==> src/rtl/tpmsv_pkg.sv <==
// ----------------------------------------------------------------------------
// tpmsv_pkg
// Shared widths, limits, types and state encoding for the variance unit.
// ----------------------------------------------------------------------------
package tpmsv_pkg;

    localparam int SAMPLE_W    = 16;
    localparam int TOTAL_W     = 26;
    localparam int VAR_W       = 47;
    localparam int ACC_W       = 64;
    localparam int MEAN_W      = 25;
    localparam int DEV_W       = 26;
    localparam int MAG_W       = 25;
    localparam int SQ_W        = 2 * MAG_W;
    localparam int FRAC_SHIFT  = 8;
    localparam int DIV_CNT_W   = $clog2(ACC_W + 1);
    localparam int TDATA_IN_W  = 16;
    localparam int TDATA_OUT_W = 80;

    localparam logic signed [ACC_W-1:0] TOTAL_MAX = ACC_W'(64'sd33554431);
    localparam logic signed [ACC_W-1:0] TOTAL_MIN = -ACC_W'(64'sd33554432);
    localparam logic [ACC_W-1:0]        VAR_MAX   = ACC_W'(64'h7FFF_FFFF_FFFF);

    typedef enum logic [2:0] {
        ST_LOAD,
        ST_MEAN_START,
        ST_MEAN_WAIT,
        ST_PASS,
        ST_VAR_START,
        ST_VAR_WAIT,
        ST_DONE
    } state_t;

    typedef struct packed {
        logic busy;
        logic done;
    } div_status_t;

    typedef struct packed {
        logic clear;
        logic valid;
    } sq_ctrl_t;

endpackage

==> src/rtl/tpmsv_sqacc.sv <==
// ----------------------------------------------------------------------------
// tpmsv_sqacc
// Deviation, square and saturating accumulate pipeline for the second pass.
// ----------------------------------------------------------------------------
module tpmsv_sqacc (
    input  logic                                   aclk,
    input  logic                                   aresetn,
    input  tpmsv_pkg::sq_ctrl_t                    ctrl,
    input  logic signed [tpmsv_pkg::SAMPLE_W-1:0]  sample,
    input  logic signed [tpmsv_pkg::MEAN_W-1:0]    mean,
    output logic [tpmsv_pkg::ACC_W-1:0]            acc,
    output logic                                   busy
);

    localparam int DW = tpmsv_pkg::DEV_W;
    localparam int MW = tpmsv_pkg::MAG_W;
    localparam int SW = tpmsv_pkg::SQ_W;
    localparam int AW = tpmsv_pkg::ACC_W;

    logic signed [DW-1:0] dev;
    logic [MW-1:0]        mag;
    logic [MW-1:0]        mag_reg;
    logic [SW-1:0]        sq_reg;
    logic                 v1_reg, v2_reg;
    logic [AW-1:0]        acc_reg, acc_next;
    logic [AW:0]          acc_sum;

    always_comb begin
        dev      = DW'($signed({sample, 8'h00})) - DW'(mean);
        mag      = dev[DW-1] ? MW'(-dev) : MW'(dev);
        acc_sum  = {1'b0, acc_reg} + (AW+1)'(sq_reg);
        acc_next = acc_sum[AW] ? {AW{1'b1}} : acc_sum[AW-1:0];
    end

    always_ff @(posedge aclk) begin
        if (!aresetn) begin
            v1_reg <= 1'b0;
            v2_reg <= 1'b0;
        end else begin
            v1_reg <= ctrl.valid;
            v2_reg <= v1_reg;
        end
    end

    always_ff @(posedge aclk) begin
        mag_reg <= mag;
        sq_reg  <= SW'(mag_reg * mag_reg);
        if (ctrl.clear) begin
            acc_reg <= '0;
        end else if (v2_reg) begin
            acc_reg <= acc_next;
        end
    end

    assign acc  = acc_reg;
    assign busy = v1_reg | v2_reg;

endmodule

==> config.mk <==
export PLATFORM = sky130hd
export DESIGN_NAME = tpmsv_sqacc
export DESIGN_NICKNAME = d
export VERILOG_FILES = /design/src/rtl/tpmsv_pkg.sv /design/src/rtl/tpmsv_sqacc.sv
export SDC_FILE = /design/constraint.sdc
export NUM_CORES = 2
export LEC_CHECK = 0
export ABC_AREA = 0
export BUFFER_PORTS_ARGS = -buffer_cell sky130_fd_sc_hd__buf_2
export CAP_MARGIN = 20
export CORE_ASPECT_RATIO = 1.25
export CORE_MARGIN = 2
export CORE_UTILIZATION = 70
export DETAILED_ROUTE_END_ITERATION = 7
export PLACE_DENSITY = 0.95
export SKIP_CTS_REPAIR_TIMING = 1
export SYNTH_ARGS = -nofsm -noshare
export SYNTH_HDL_FRONTEND = slang
export SYNTH_SLANG_ARGS = --single-unit
==> constraint.sdc <==
create_clock -name aclk -period 12 [get_ports aclk]
set_clock_uncertainty 0.15 [all_clocks]
set_input_delay 2.4 -clock aclk [delete_from_list [all_inputs] [get_ports aclk]]
set_output_delay 2.4 -clock aclk [all_outputs]
set_load 0.1 [all_outputs]
-- Word-level counts from Yosys, hierarchy flattened
Cells that the tools add are included.
- logic and storage cells: 12
- flip-flop bits (word level): 141
- output and inout bits: 65
- $add $sub $neg: 3
- muxes and demuxes: 2
- bitwise logic cells: 1
- $mul: 1
- operators with widths (operator ; count):
    adder 64 x 50 -> 65 bit ; 1
    2-to-1 mux 64 bit ; 1
    multiplier 25 x 25 -> 50 bit ; 1
    subtractor 24 x 25 -> 26 bit ; 1
    2-to-1 mux 25 bit ; 1
    negation 25 bit ; 1
    bitwise OR 1 bit ; 1

-- Depth between registers and ports, before layout
- word-level depth: 3
- mapped depth: 28
- depth with buffers taken out: 27

-- Least setup slack after synthesis
Ideal clock, no wire load.
- kind: register -> register
- from: reg mag_reg[3]
- to: reg sq_reg[47]
- setup time: 72 ps
- period minus slack after synthesis: 7207 ps
- stages on the path, launching flop included: 28
- required time: 11778 ps
- slack: 4793 ps
- data arrival time: 6985 ps
- cells stage by stage: dfxtp_1 clkbuf_1 clkbuf_1 nand2_1 fa_1 inv_1 fa_1 inv_1 fa_1 inv_1 fa_1 inv_1 fa_1 inv_1 fa_1 inv_1 fa_1 inv_1 ha_1 a21o_1 a21o_1 a21o_1 and3_1 a311oi_2 o21ba_2 o21ai_1 a2111oi_0 xnor2_1
- word-level cells in the longest chain between the ends: 1
- ends and longest elaborated chain (what ; RTL line ; RTL):
    from (decl) ; tpmsv_sqacc.sv:22 ; logic [MW-1:0] mag_reg;
    from (signal assigned) ; tpmsv_sqacc.sv:46 ; mag_reg <= mag;
    multiplier 25 x 25 -> 50 bit ; tpmsv_sqacc.sv:47 ; sq_reg <= SW'(mag_reg * mag_reg);
    to (signal assigned) ; tpmsv_sqacc.sv:47 ;
    to (decl) ; tpmsv_sqacc.sv:23 ; logic [SW-1:0] sq_reg;
Every way passes these cells.
A chain may end at the register's enable or synchronous reset.

-- Worst setup path in the final report
- from: reg mag_reg[11]
- to: reg sq_reg[47]
The elaborated chain is that of the path after synthesis.

==> summary.json <==
{
  "area_growth_syn_to_layout": {"value": 5.82, "unit": "%"},
  "viasPerCell": {"value": 6.20},
  "clock_path_buffers": {"value": 2},
  "hold_depth": {"value": 1},
  "met2_length": {"value": 35500, "unit": "µm"},
  "cts_tree": {"value": "yes"},
  "clock_tree.root_cell": {"value": "sky130_fd_sc_hd__clkbuf_16"},
  "grt_start_max_net_pins": {"value": 64},
  "critPathKind": {"value": "register to register"},
  "highest-signal-layer": {"value": "met5"},
  "clock-sinks": {"value": 140},
  "post_synthesis_average_cell_area": {"value": 8.76, "unit": "µm²"},
  "slew_viol_final": {"value": 0},
  "worst_reg_to_reg_cells": {"value": 23},
  "die-width": {"value": 178, "unit": "µm"},
  "place.detailed.hpwl": {"value": 56700, "unit": "µm"},
  "route.detailed.drc": {"value": 0},
  "max_reg_flops": {"value": 64},
  "count_of_state_elements_after_synthesis": {"value": 140},
  "worstHoldPathType": {"value": "register to register"},
  "setup_viol_count_final": {"value": 0},
  "cell_by_cell_listing_of_the_critical_path": {"value": "inv_1, nor2_1, inv_1, fa_1, fa_1, inv_1, fa_1, inv_1, fa_1, inv_1, fa_1, fa_1, inv_1, fa_1, inv_1, ha_1, a21o_1, and3_1, a311oi_2, o21ba_2, o21ai_1, a2111oi_0, xnor2_1"},
  "postSynth.topFlopCell": {"value": "sky130_fd_sc_hd__dfxtp_1"},
  "postSynthCellCount": {"value": 3030},
  "detailedPlace.worstSlack": {"value": 3900, "unit": "ps"},
  "worst-slew-pin-transition": {"value": 1210, "unit": "ps"},
  "maxClockFrequency": {"value": 120, "unit": "MHz"},
  "path_clk_slew": {"value": 70, "unit": "ps"},
  "wl_met3": {"value": 6500, "unit": "µm"},
  "port_buffers": {"value": 109},
  "routed_wire_length": {"value": 71300, "unit": "µm"},
  "die_h": {"value": 222, "unit": "µm"},
  "fillers": {"value": 2346},
  "i_o_pins": {"value": 110},
  "number_of_enable_flip_flop_cells_after_synthesis": {"value": 0},
  "wl_per_cell": {"value": 20.0, "unit": "µm"},
  "wl_met1": {"value": 25000, "unit": "µm"},
  "crit_path_end_kind": {"value": "register"},
  "fin_crit_sh": {"value": 0.697},
  "grt_setup_unrepaired": {"value": "no"},
  "grt_antenna_before_repair": {"value": 4},
  "cap_viol_max_count": {"value": 0},
  "ant_nets": {"value": 0},
  "timing.final.crit_period": {"value": 8370, "unit": "ps"},
  "layout-drive-gt1-share": {"value": 0.0608},
  "dieArea": {"value": 39500, "unit": "µm²"},
  "finalHoldViolations": {"value": 0},
  "regArea": {"value": 2800, "unit": "µm²"},
  "mostFrequentLayoutCell": {"value": "sky130_fd_sc_hd__inv_1"},
  "crit_fanout": {"value": 22},
  "start_util": {"value": 0.712},
  "cts.htree.levels": {"value": 4},
  "placeableCoreArea": {"value": 37300, "unit": "µm²"},
  "worstSkewPairLatency": {"value": 460, "unit": "ps"},
  "element_type_at_the_critical_path_start": {"value": "register"},
  "crit_required": {"value": 12160, "unit": "ps"},
  "setup_tns": {"value": 0, "unit": "ps"},
  "arrival": {"value": 8530, "unit": "ps"},
  "final_net_count": {"value": 3831},
  "first_pass_grt_wire_length": {"value": 116000, "unit": "µm"},
  "via_count_of_the_first_global_routing_pass": {"value": 24037},
  "floorplan.rows": {"value": 79},
  "critical_path.slowest_cell": {"value": "sky130_fd_sc_hd__dfxtp_1"},
  "outcome": {"value": "completed"},
  "global_route.usage.total": {"value": 0.372},
  "synthesis.nets": {"value": 3795},
  "via_count": {"value": 22121},
  "cts_made_buffers": {"value": 17},
  "synth.lib_cells_used.distinct": {"value": 89},
  "synth-seq-area-share": {"value": 0.106},
  "drtPass1Iterations": {"value": 6},
  "ys.warnings.count": {"value": 0},
  "finalWorstSetupSlack": {"value": 3630, "unit": "ps"},
  "detailedRoute.firstIterationViolations": {"value": 2465},
  "grt.overflow.total": {"value": 0},
  "layout_common_cells": {"value": "703 x sky130_fd_sc_hd__inv_1, 467 x sky130_fd_sc_hd__fa_1, 253 x sky130_fd_sc_hd__ha_1, 243 x sky130_fd_sc_hd__nand2_1, 141 x sky130_fd_sc_hd__and2_1"},
  "syn-cell-area": {"value": 26500, "unit": "µm²"},
  "multi_input_comb_area": {"value": 20700, "unit": "µm²"},
  "finalWeightedCongestion": {"value": 1.01},
  "critical-path-max-stage-delay": {"value": 1000, "unit": "ps"},
  "postSynth.asyncResetShare": {"value": 0},
  "timing.slew.headroom": {"value": 0.192}
}
synthesized netlist by cell type, drive strengths merged (23+ instances only):
cell      n  area [µm²]
a21o     63         474
fa      467        9350
o21ai    88         440
o21bai   23         173
xor2     46         403
nand2   243         912
a211oi   68         510
dfxtp   140        2800
clkbuf   95         358
nand3    41         205
inv     703        2640
nor2    134         503
and3     29         181
a21oi   118         591
ha      253        3170
nand4    24         150
nor3     37         213
xnor2    85         744
and2    143         897
path summary, 6_finish.rpt:
check | slack (ps) | from | end
max reg2reg | 3630 | mag_reg[11] | sq_reg[47]
min reg2reg | 300 | v1_reg | v2_reg
min | 300 | v1_reg | v2_reg
max | 3630 | mag_reg[11] | sq_reg[47]
critical path: cells and delay by family, from the launching register on:
kind                     cells  cell delay (ps)
XOR/XNOR                     1              130
AND/OR/NAND/NOR              2              460
buffers and inverters        7              790
flip-flops                   1             1000
adder cells (fa/ha/maj)      8             3980
AO/OA/AOI/OAI                5             1680
per-layer routing:
metal | GRT usage | up-vias
li1 | - | 9656
met1 | 0.427 | 10609
met2 | 0.640 | 1428
met3 | 0.0765 | 426
met4 | 0.217 | 2
met5 | 0 | -
metrics by stage:
stage,area (µm²),util,cells,hold slack [ps]
floorplan,26500,-,3030,262
global placement,27400,0.735,3530,277
detailed placement,27400,0.735,3530,294
CTS,28000,0.752,3561,310
global route,28100,0.754,3565,316
finish,28100,0.754,3567,305
cells by family (layout without fill, tap and decap cells):
kind of cell / Yosys count / in the layout / synth area share
buffers and inverters: 805 / 853 / 0.114
adders and majority gates: 720 / 720 / 0.471
other: 0 / 3 / 0
muxes: 2 / 2 / 0.000801
DFF: 140 / 140 / 0.106
xor gates and xnor gates: 131 / 131 / 0.0432
AOI/OAI and AO/OA: 492 / 492 / 0.126
and+or+nand+nor: 740 / 740 / 0.139
final cells by class:
| type | count | area share |
|---|---|---|
| antenna | 3 | 0.000267 |
| sequential | 140 | 0.0998 |
| tap | 486 | 0.0217 |
| clock inverter | 13 | 0.00677 |
| multi-input combinational | 2085 | 0.738 |
| clock buffer | 18 | 0.0153 |
| timing repair buffer | 119 | 0.0240 |
| inverter | 703 | 0.0940 |
Power is left out: the tool's default activity adds up to more than one toggle a clock period on the data nets, which glitch-free logic cannot reach.
