### src/rtl/tpmsv_pkg.sv
// ----------------------------------------------------------------------------
// tpmsv_pkg
// Shared widths, limits, types and state encoding for the variance unit.
// ----------------------------------------------------------------------------
package tpmsv_pkg;

    localparam int SAMPLE_W    = 16;
    localparam int TOTAL_W     = 26;
    localparam int VAR_W       = 47;
    localparam int ACC_W       = 64;
    localparam int MEAN_W      = 25;
    localparam int DEV_W       = 26;
    localparam int MAG_W       = 25;
    localparam int SQ_W        = 2 * MAG_W;
    localparam int FRAC_SHIFT  = 8;
    localparam int DIV_CNT_W   = $clog2(ACC_W + 1);
    localparam int TDATA_IN_W  = 16;
    localparam int TDATA_OUT_W = 80;

    localparam logic signed [ACC_W-1:0] TOTAL_MAX = ACC_W'(64'sd33554431);
    localparam logic signed [ACC_W-1:0] TOTAL_MIN = -ACC_W'(64'sd33554432);
    localparam logic [ACC_W-1:0]        VAR_MAX   = ACC_W'(64'h7FFF_FFFF_FFFF);

    typedef enum logic [2:0] {
        ST_LOAD,
        ST_MEAN_START,
        ST_MEAN_WAIT,
        ST_PASS,
        ST_VAR_START,
        ST_VAR_WAIT,
        ST_DONE
    } state_t;

    typedef struct packed {
        logic busy;
        logic done;
    } div_status_t;

    typedef struct packed {
        logic clear;
        logic valid;
    } sq_ctrl_t;

endpackage

### src/rtl/tpmsv_divider.sv
// ----------------------------------------------------------------------------
// tpmsv_divider
// Restoring unsigned divider, one quotient bit per cycle, 64-bit dividend.
// ----------------------------------------------------------------------------
module tpmsv_divider #(
    parameter int DIVISOR_W = 11
) (
    input  logic                          aclk,
    input  logic                          aresetn,
    input  logic                          start,
    input  logic [tpmsv_pkg::ACC_W-1:0]   dividend,
    input  logic [DIVISOR_W-1:0]          divisor,
    output tpmsv_pkg::div_status_t        status,
    output logic [tpmsv_pkg::ACC_W-1:0]   quotient
);

    localparam int AW = tpmsv_pkg::ACC_W;

    logic [AW-1:0]                       quo_reg, quo_next;
    logic [DIVISOR_W-1:0]                rem_reg, rem_next;
    logic [DIVISOR_W-1:0]                dvs_reg;
    logic [tpmsv_pkg::DIV_CNT_W-1:0]     cnt_reg;
    logic                                busy_reg, done_reg;
    logic [DIVISOR_W:0]                  rem_shift;
    logic [DIVISOR_W:0]                  rem_diff;
    logic                                ge;

    always_comb begin
        rem_shift = {rem_reg, quo_reg[AW-1]};
        ge        = rem_shift >= {1'b0, dvs_reg};
        rem_diff  = rem_shift - {1'b0, dvs_reg};
        rem_next  = ge ? rem_diff[DIVISOR_W-1:0] : rem_shift[DIVISOR_W-1:0];
        quo_next  = {quo_reg[AW-2:0], ge};
    end

    always_ff @(posedge aclk) begin
        if (!aresetn) begin
            busy_reg <= 1'b0;
            done_reg <= 1'b0;
            cnt_reg  <= '0;
        end else begin
            done_reg <= 1'b0;
            if (start) begin
                busy_reg <= 1'b1;
                cnt_reg  <= tpmsv_pkg::DIV_CNT_W'(AW);
            end else if (busy_reg) begin
                cnt_reg <= cnt_reg - 1'b1;
                if (cnt_reg == tpmsv_pkg::DIV_CNT_W'(1)) begin
                    busy_reg <= 1'b0;
                    done_reg <= 1'b1;
                end
            end
        end
    end

    always_ff @(posedge aclk) begin
        if (start) begin
            quo_reg <= dividend;
            rem_reg <= '0;
            dvs_reg <= divisor;
        end else if (busy_reg) begin
            quo_reg <= quo_next;
            rem_reg <= rem_next;
        end
    end

    assign status.busy = busy_reg;
    assign status.done = done_reg;
    assign quotient    = quo_reg;

endmodule

### config.mk
export PLATFORM = sky130hd
export DESIGN_NAME = tpmsv_divider
export DESIGN_NICKNAME = d
export VERILOG_FILES = /design/src/rtl/tpmsv_pkg.sv /design/src/rtl/tpmsv_divider.sv
export SDC_FILE = /design/constraint.sdc
export NUM_CORES = 1
export LEC_CHECK = 0
export BUFFER_PORTS_ARGS = -buffer_cell sky130_fd_sc_hd__buf_2
export CAP_MARGIN = 20
export CORE_ASPECT_RATIO = 0.8
export CORE_MARGIN = 4
export CORE_UTILIZATION = 50
export CTS_BUF_LIST = sky130_fd_sc_hd__clkbuf_8 sky130_fd_sc_hd__clkbuf_16
export CTS_CLUSTER_SIZE = 28
export DETAILED_ROUTE_END_ITERATION = 8
export PLACE_DENSITY = 0.82
export SYNTH_ARGS = -nofsm -noshare
export SYNTH_HDL_FRONTEND = slang
export SYNTH_SLANG_ARGS = --single-unit
export TNS_END_PERCENT = 100
### constraint.sdc
create_clock -name aclk -period 7.7 [get_ports aclk]
set_clock_uncertainty 0.2 [all_clocks]
set_input_delay 1.155 -clock aclk [delete_from_list [all_inputs] [get_ports aclk]]
set_output_delay 1.155 -clock aclk [all_outputs]
set_load 0.02 [all_outputs]
# Word level (Yosys, flattened, before mapping)
# Index checks and enable logic that the tools add are counted.
# classes
reduce_logical	3
div	0
muxes	9
order_cmp	1
bitwise	2
eq_ne	1
n_addsub	2
shift	0
multipliers	0
# ops
cell	count
$mux 64	2
$mux 7	2
$ge 12x11->1	1
$mux 11	1
$sub 11x11->11	1
$eq 7x1->1 const B	1
$sub 7x1->7 const B	1
$mux 1	4
$reduce_or 3->1	1
$not 1->1	2
$reduce_bool 2->1	1
$reduce_or 2->1	1
# totals
output_inout_bits	66
rom_bits	0
elab_cells	25
latchBits	0
mem_bits_rw	0
input_bits	78
ff_bits	95
n_memories	0

# Logic depth before layout (Yosys ltp)
# Gate-level depths: netlist (run 1).
# logic_depth
depth_word	4
mapped_depth	10
mapped_depth_nobuf	9

# Worst setup path before layout (run 1)
# No wires, ideal clock.
# synth_timing
path_type	input -> register
from	input port start
to	register quo_reg[0], in the netlist quotient[0] (enable)
arrival_time_ps	2994
setup_time_ps	424
stages	3
required_time_ps	7076
slack_ps	4083
n_path_buf	1
cell_sequence	buf_1 -> inv_1 -> nand2_1
# synth_between
elab_chain_len	1
# synth_rtl
item	line_no	source
start: declaration	tpmsv_divider.sv:10	input logic start,
$reduce_bool 2->1 (no line)	n/a	
end signal: assignment	tpmsv_divider.sv:58	quo_reg <= dividend;
end signal: assignment	tpmsv_divider.sv:62	quo_reg <= quo_next;
end: declaration	tpmsv_divider.sv:19	logic [AW-1:0] quo_reg, quo_next;
# No other way between the ends.
# A chain may end at the register's enable or synchronous reset.

# Worst setup path in the final report (run 1)
# layout_timing
from	register quo_reg[63], in the netlist quotient[63]
to	register rem_reg[9]
# layout_between
elab_chain_len	2
elab_cells_between_ends	3
cone_classes	add/sub (1); order compare (1); mux (1)
# layout_rtl
item	line_no	source
$sub 11x11->11 / $ge 12x11->1 (equally long branches)	tpmsv_divider.sv:31, tpmsv_divider.sv:30	
$mux 11 (*)	tpmsv_divider.sv:32	rem_next = ge ? rem_diff[DIVISOR_W-1:0] : rem_shift[DIVISOR_W-1:0];
end signal: assignment	tpmsv_divider.sv:63	rem_reg <= rem_next;
end: declaration	tpmsv_divider.sv:20	logic [DIVISOR_W-1:0] rem_reg, rem_next;
# Every way passes the cells marked *; elsewhere a longest branch is shown, timed or not.

==> metrics.cfg, run 1 <==
[critical_path]
reg2reg_to=rem_reg[9]
crit_path_end_kind=register
cp-startpoint=quotient[63]
r2r_cells=9
crit_end=rem_reg[9]
worstPathRequired_ps=7740
crit_path_max_fanout=15
rr_startpoint=quotient[63]
crit_type=reg2reg
critical_path.startpoint_type=register
crit_arrival_ps=3150
r2r_slack_ps=4590

[global_routing]
busiest_layer=met2
grt_pass1_wl_um=16600
track_usage_pct=20.1
gr-total-overflow=0
grt_pass1_vias=3262
grtUsageMet2_pct=31.9
grt_antenna_before_repair=0
grt_start_max_net_pins=59
met3_usage_pct=8.16
met1_usage_pct=25.2

[finish]
synthToLayoutAreaGrowth_pct=24.9
final_nets=562
drive_above_1_share_pct=49.5
nFillCells=667
antenna_cells=0
largest_reg_flops=64
fin_util_pct=65.1

[clock_network]
clk_path_buf_depth=2
htree_num_levels=3
clk_pin_slew_worst_paths_ps=60
cts_tree=done
clk_latency_ps=340
cts_made_buffers=9
cts_resized=0
cts_sinks=95
cts_setup_buffers=0
cts_root_buf=clkbuf_16
cts_hold_buffers=0

[detailed_routing]
postRouteAntennaNets=0
initialDrtViolationCount=116
wire_per_inst_um=17.3
drtPass1Iterations=4
drc=0
drt-total-wl_um=10200
vias=3080
vias_per_cell=5.25

[run]
maxCapViolations=0

[power_and_ir_drop]
switchingPower_uw=391
peakVddDrop_mv=0.155
power_frac_comb_pct=19.3
power_mw=1.41
pwr-share-seq_pct=45.8
leakage_nw=2.36
p_int_mw=1.02
clock_power_share_pct=34.9
power_density_nw_per_um2=251
swShare_pct=27.6

[timing]
tightest_slew_ps=967
relSlewSlack_pct=35.5
setup-tns-final_ps=0
finalWorstSetupSlack_ps=4590
setup_viol=0
rsz0062_at_grt=no
max_freq_mhz=322
min_period_over_period_pct=40.4
period_minus_slack_ps=3110
hold_violations=0
slew_viol_final=0
timing.hold.ws_ps=307

[run_status]
status=complete, no violations

[die]
ios=144
die_h_um=92.8
initial_core_util_pct=52.1
dieWidth_um=114
dieArea_um2=10600
core_area_um2=8630
rows=30

[yosys]
synth_common_cells=edfxtp_1 (75), mux2_2 (64), nor2_1 (22)
ys_seq_area_share_pct=59.0
yosysMostFrequentCell=edfxtp_1
synth_cell_type_count=49
synth_nets=421
avgSynthCellArea_um2=13.7
yosys_warnings=0
syn-cell-area_um2=4500
yosysTopAreaCell=edfxtp_1
syn_inst=329
synth_area_leaders=edfxtp_1 (50%), mux2_2 (16%), dfxtp_1 (8.9%)
synth_edf_count=75
ys_seq_elements=95
synth_top_area_share_pct=50.1
async_flop_share_pct=0
synth_top_flop_cell=edfxtp_1

[placed_design]
port_buffers=143
routabilityCongestion=0.825
place_ws_ps=4480
dpl.hpwl_um=7350

[min_path]
hp-class=reg2reg

-- through the flow --
stage / instances / instance area (um2)
floorplan: 329 / 4500
finish: 587 / 5620
detailed placement: 571 / 5290
global placement: 571 / 5290
CTS: 587 / 5620
global route: 587 / 5620
-- per-layer routing --
layer	part of all wire [%]	up-vias
met4	1.4	0
met2	48	114
li1	-	1503
met1	41	1447
met5	0	-
met3	9.0	16
-- critical path, stage by stage, from the launching register on --
cell and delay [ps]:
edfxtp_1 410, inv_1 60, ha_1 230, fa_1 410
nor2b_1 190, o31a_1 200, o21ai_2 140, o21ai_2 640
o41ai_1 220, a311oi_1 300
-- layout by cell type, fill, tap and decap left out, types with 3 or more instances in the layout --
cell,n
a21oi_1,7
nor3_1,4
inv_6,3
nor2b_1,3
mux2_2,64
buf_2,142
clkbuf_16,9
xnor2_1,8
o21ai_0,8
ha_1,13
nor2_1,22
edfxtp_1,75
nand2b_1,4
inv_1,18
a211oi_1,6
nand3_1,5
dfxtp_1,20
mux2i_1,7
nand2_1,12
buf_4,3
-- power by group through the flow --
stage               sequential [mW]  clock (mW)  combinational (mW)
finish                        0.647       0.492               0.273
global route                  0.653       0.523               0.299
floorplan                     0.696           0               0.148
global placement              0.656           0               0.266
CTS                           0.648       0.500               0.275
detailed placement            0.657           0               0.273
-- layout make-up --
class / count / area (um2) / share of cell area, %
sequential: 95 / 2650 / 47.2
multi-input combinational: 200 / 1700 / 30.2
timing repair buffer: 145 / 733 / 13.0
clock buffer: 9 / 225 / 4.01
tap: 112 / 140 / 2.49
clock inverter: 7 / 101 / 1.80
inverter: 19 / 71.3 / 1.27
-- how the worst min path moves through the flow --
stage                     slack [ps]         end  depth (start not counted)        from
final                            310  rem_reg[3]                          2  rem_reg[3]
after global routing             320  rem_reg[9]                          2  rem_reg[9]
after CTS                        310  cnt_reg[0]                          2  cnt_reg[0]
after detailed placement         290  cnt_reg[0]                          2  cnt_reg[0]
after global placement           280  cnt_reg[0]                          2  cnt_reg[0]
after floorplan                  260  cnt_reg[0]                          2  cnt_reg[0]
-- cells by family after synthesis --
logic type,after synthesis,share of synthesized area (%)
compound gates,44,7.37
xor+xnor,10,1.95
fa+ha+maj,14,4.06
buf+inv,34,3.42
flops,95,59.0
mux,71,17.6
simple gates,61,6.67
No activity file was read; power rests on OpenSTA's default activity.
==> inputs of run 2 (changes only) <==
--- a/config.mk
+++ b/config.mk
@@ -5,6 +5,7 @@
 export SDC_FILE = /design/constraint.sdc
 export NUM_CORES = 1
 export LEC_CHECK = 0
+export ABC_AREA = 1
 export BUFFER_PORTS_ARGS = -buffer_cell sky130_fd_sc_hd__buf_2
 export CAP_MARGIN = 20
 export CORE_ASPECT_RATIO = 0.8
@@ -13,7 +14,7 @@
 export CTS_BUF_LIST = sky130_fd_sc_hd__clkbuf_8 sky130_fd_sc_hd__clkbuf_16
 export CTS_CLUSTER_SIZE = 28
 export DETAILED_ROUTE_END_ITERATION = 8
-export PLACE_DENSITY = 0.82
+export PLACE_DENSITY = 0.81
 export SYNTH_ARGS = -nofsm -noshare
 export SYNTH_HDL_FRONTEND = slang
 export SYNTH_SLANG_ARGS = --single-unit
==> constraint.sdc (replaced) <==
create_clock -name aclk -period 3.2 [get_ports aclk]
set_clock_uncertainty 0.2 [all_clocks]
set_input_delay 0.48 -clock aclk [delete_from_list [all_inputs] [get_ports aclk]]
set_output_delay 0.48 -clock aclk [all_outputs]
set_load 0.02 [all_outputs]
==> run 2 against run 1 <==
- global-route usage rose by 1.3 points
- maximum frequency up 31%
- worst hold slack got worse by 190 ps
- largest cell class unchanged
- highest routed layer unchanged
==> metrics.cfg, run 2 <==
[run_status]
status=complete, no violations

[min_path]
hp-class=in2reg
min-delay-start=divisor[7]

[detailed_routing]
vias_per_cell=5.03
drc=0
drt-total-wl_um=11600
postRouteAntennaNets=0
wire_per_inst_um=14.4
vias=4047
drtPass1Iterations=5
initialDrtViolationCount=208

[critical_path]
crit_family=simple AND/OR/NAND/NOR gates
critPathMaxStageDelay_ps=400
crit_path_max_fanout=12
crit_buf_inv=2
crit_arrival_ps=2400
rr_startpoint=quotient[63]
path_cells=inv_1 -> ha_1 -> fa_1 -> inv_1 -> nand3_1 -> nand3_1 -> nand2_2 -> nand4_4 -> nand3_1 -> nand3_1 -> nand2_1
worstPathRequired_ps=3230
cp-startpoint=quotient[63]
crit_path_end_kind=register
crit_type=reg2reg
slowest_stage=fa_1
critical_path.startpoint_type=register
cp_common_cell=nand3_1

[global_routing]
gr-total-overflow=0
met3_usage_pct=6.73
track_usage_pct=21.4
grt_start_max_net_pins=65
grt_pass1_wl_um=18700
busiest_layer=met2
grt_antenna_before_repair=0
grtUsageMet2_pct=32.7
met1_usage_pct=29.9
grt_pass1_vias=3883

[placed_design]
routabilityCongestion=0.906
port_buffers=143
dpl.hpwl_um=8590

[yosys]
avgSynthCellArea_um2=8.66
async_flop_share_pct=0
synth_top_area_share_pct=47.3
synth_area_leaders=edfxtp_1 (47%), nand2_1 (21%), dfxtp_1 (8.4%)
yosys.area_share.simple_pct=30.7
synth_xor_area_share_pct=0.920
synth_nets=642
yosysTopAreaCell=edfxtp_1
syn_inst=550
ys_seq_area_share_pct=55.7
synth_edf_count=75
syn-cell-area_um2=4760
synth_adder_area_share_pct=3.84
yosysMostFrequentCell=nand2_1
synth_top_family_by_area=simple AND/OR/NAND/NOR gates
ys_seq_elements=95
synth_cell_type_count=35
synth_top_flop_cell=edfxtp_1
synth_common_cells=nand2_1 (261), edfxtp_1 (75), inv_1 (56)
synth_mux_area_share_pct=0
synth_compound_area_share_pct=1.60
yosys_warnings=0

[timing]
timing.hold.ws_ps=121
min_period_over_period_pct=74.0
period_minus_slack_ps=2370
relSlewSlack_pct=37.1
setup_viol=0
slew_viol_final=0
hold_violations=0
max_freq_mhz=422
tightest_slew_ps=940
rsz0062_at_grt=no
setup-tns-final_ps=0

[die]
rows=31
ios=144
die_h_um=95.3
dieWidth_um=117
core_area_um2=9150
dieArea_um2=11200
initial_core_util_pct=52.0

[power_and_ir_drop]
clock_power_share_pct=33.1
switchingPower_uw=869
pwr-share-seq_pct=50.1
peakVddDrop_mv=0.277
power_frac_comb_pct=16.8
p_int_mw=2.16
leakage_nw=2.98
swShare_pct=28.6
power_density_nw_per_um2=521

[finish]
drive_above_1_share_pct=27.2
nFillCells=749
final_nets=778
layout_commonest_cell=nand2_1
synthToLayoutAreaGrowth_pct=22.3
largest_reg_flops=64
mostFrequentLayoutCells=nand2_1 (261), buf_2 (143), edfxtp_1 (75)
antenna_cells=0

[clock_network]
cts_hold_buffers=0
clk_latency_ps=340
cts_resized=0
clk_path_buf_depth=2
cts_tree=done
cts_root_buf=clkbuf_16
cts_made_buffers=9
cts_setup_buffers=0
clk_pin_slew_worst_paths_ps=70
cts_sinks=95
htree_num_levels=3

[run]
maxCapViolations=0

-- run 2: power by group through the flow --
stage / combinational, mW / clock, mW / sequential, mW
6_report: 0.510 / 1.00 / 1.52
5_1_grt: 0.563 / 1.08 / 1.53
4_1_cts: 0.513 / 1.02 / 1.52
3_5_place_dp: 0.512 / 0 / 1.54
3_3_place_gp: 0.499 / 0 / 1.54
2_1_floorplan: 0.204 / 0 / 1.65
-- run 2: final timing paths --
check	endpoint	slack [ps]	depth (start not counted)
setup / recovery	rem_reg[5]	830	11
hold / removal	dvs_reg[7]	120	1
setup reg to reg	rem_reg[5]	830	11
hold reg to reg	rem_reg[9]	280	2
-- run 2: per-stage QoR --
step / total power, mW / cell area, um2 / utilization, % / worst slack [ps] / std cells
after floorplan: 1.85 / 4760 / - / 581 / 550
after global placement: 2.04 / 5550 / 60.6 / 929 / 790
after detailed placement: 2.06 / 5550 / 60.6 / 847 / 790
after CTS: 3.06 / 5820 / 63.6 / 842 / 805
after global routing: 3.17 / 5820 / 63.6 / 687 / 805
final: 3.03 / 5820 / 63.6 / 832 / 805
-- run 2: metal layers --
metal / share of wire, % / vias up
li1: - / 2028
met1: 44 / 1870
met2: 47 / 137
met3: 8.2 / 12
met4: 1.0 / 0
met5: 0 / -
-- run 2: area by class of cell --
type / count / area, um2 / share of cell area (%)
timing repair buffer: 147 / 771 / 13.2
inverter: 58 / 218 / 3.74
tap: 115 / 144 / 2.47
clock buffer: 9 / 225 / 3.87
sequential: 95 / 2650 / 45.6
clock inverter: 6 / 47.5 / 0.817
multi-input combinational: 375 / 1770 / 30.3
-- run 2: cell families (layout without fill, tap and decap cells) --
kind of cell    count (synthesis)  after routing
xor+xnor                        5              5
flops                          95             95
fa+ha+maj                      14             14
compound gates                 14             14
buf+inv                        80            220
simple gates                  342            342
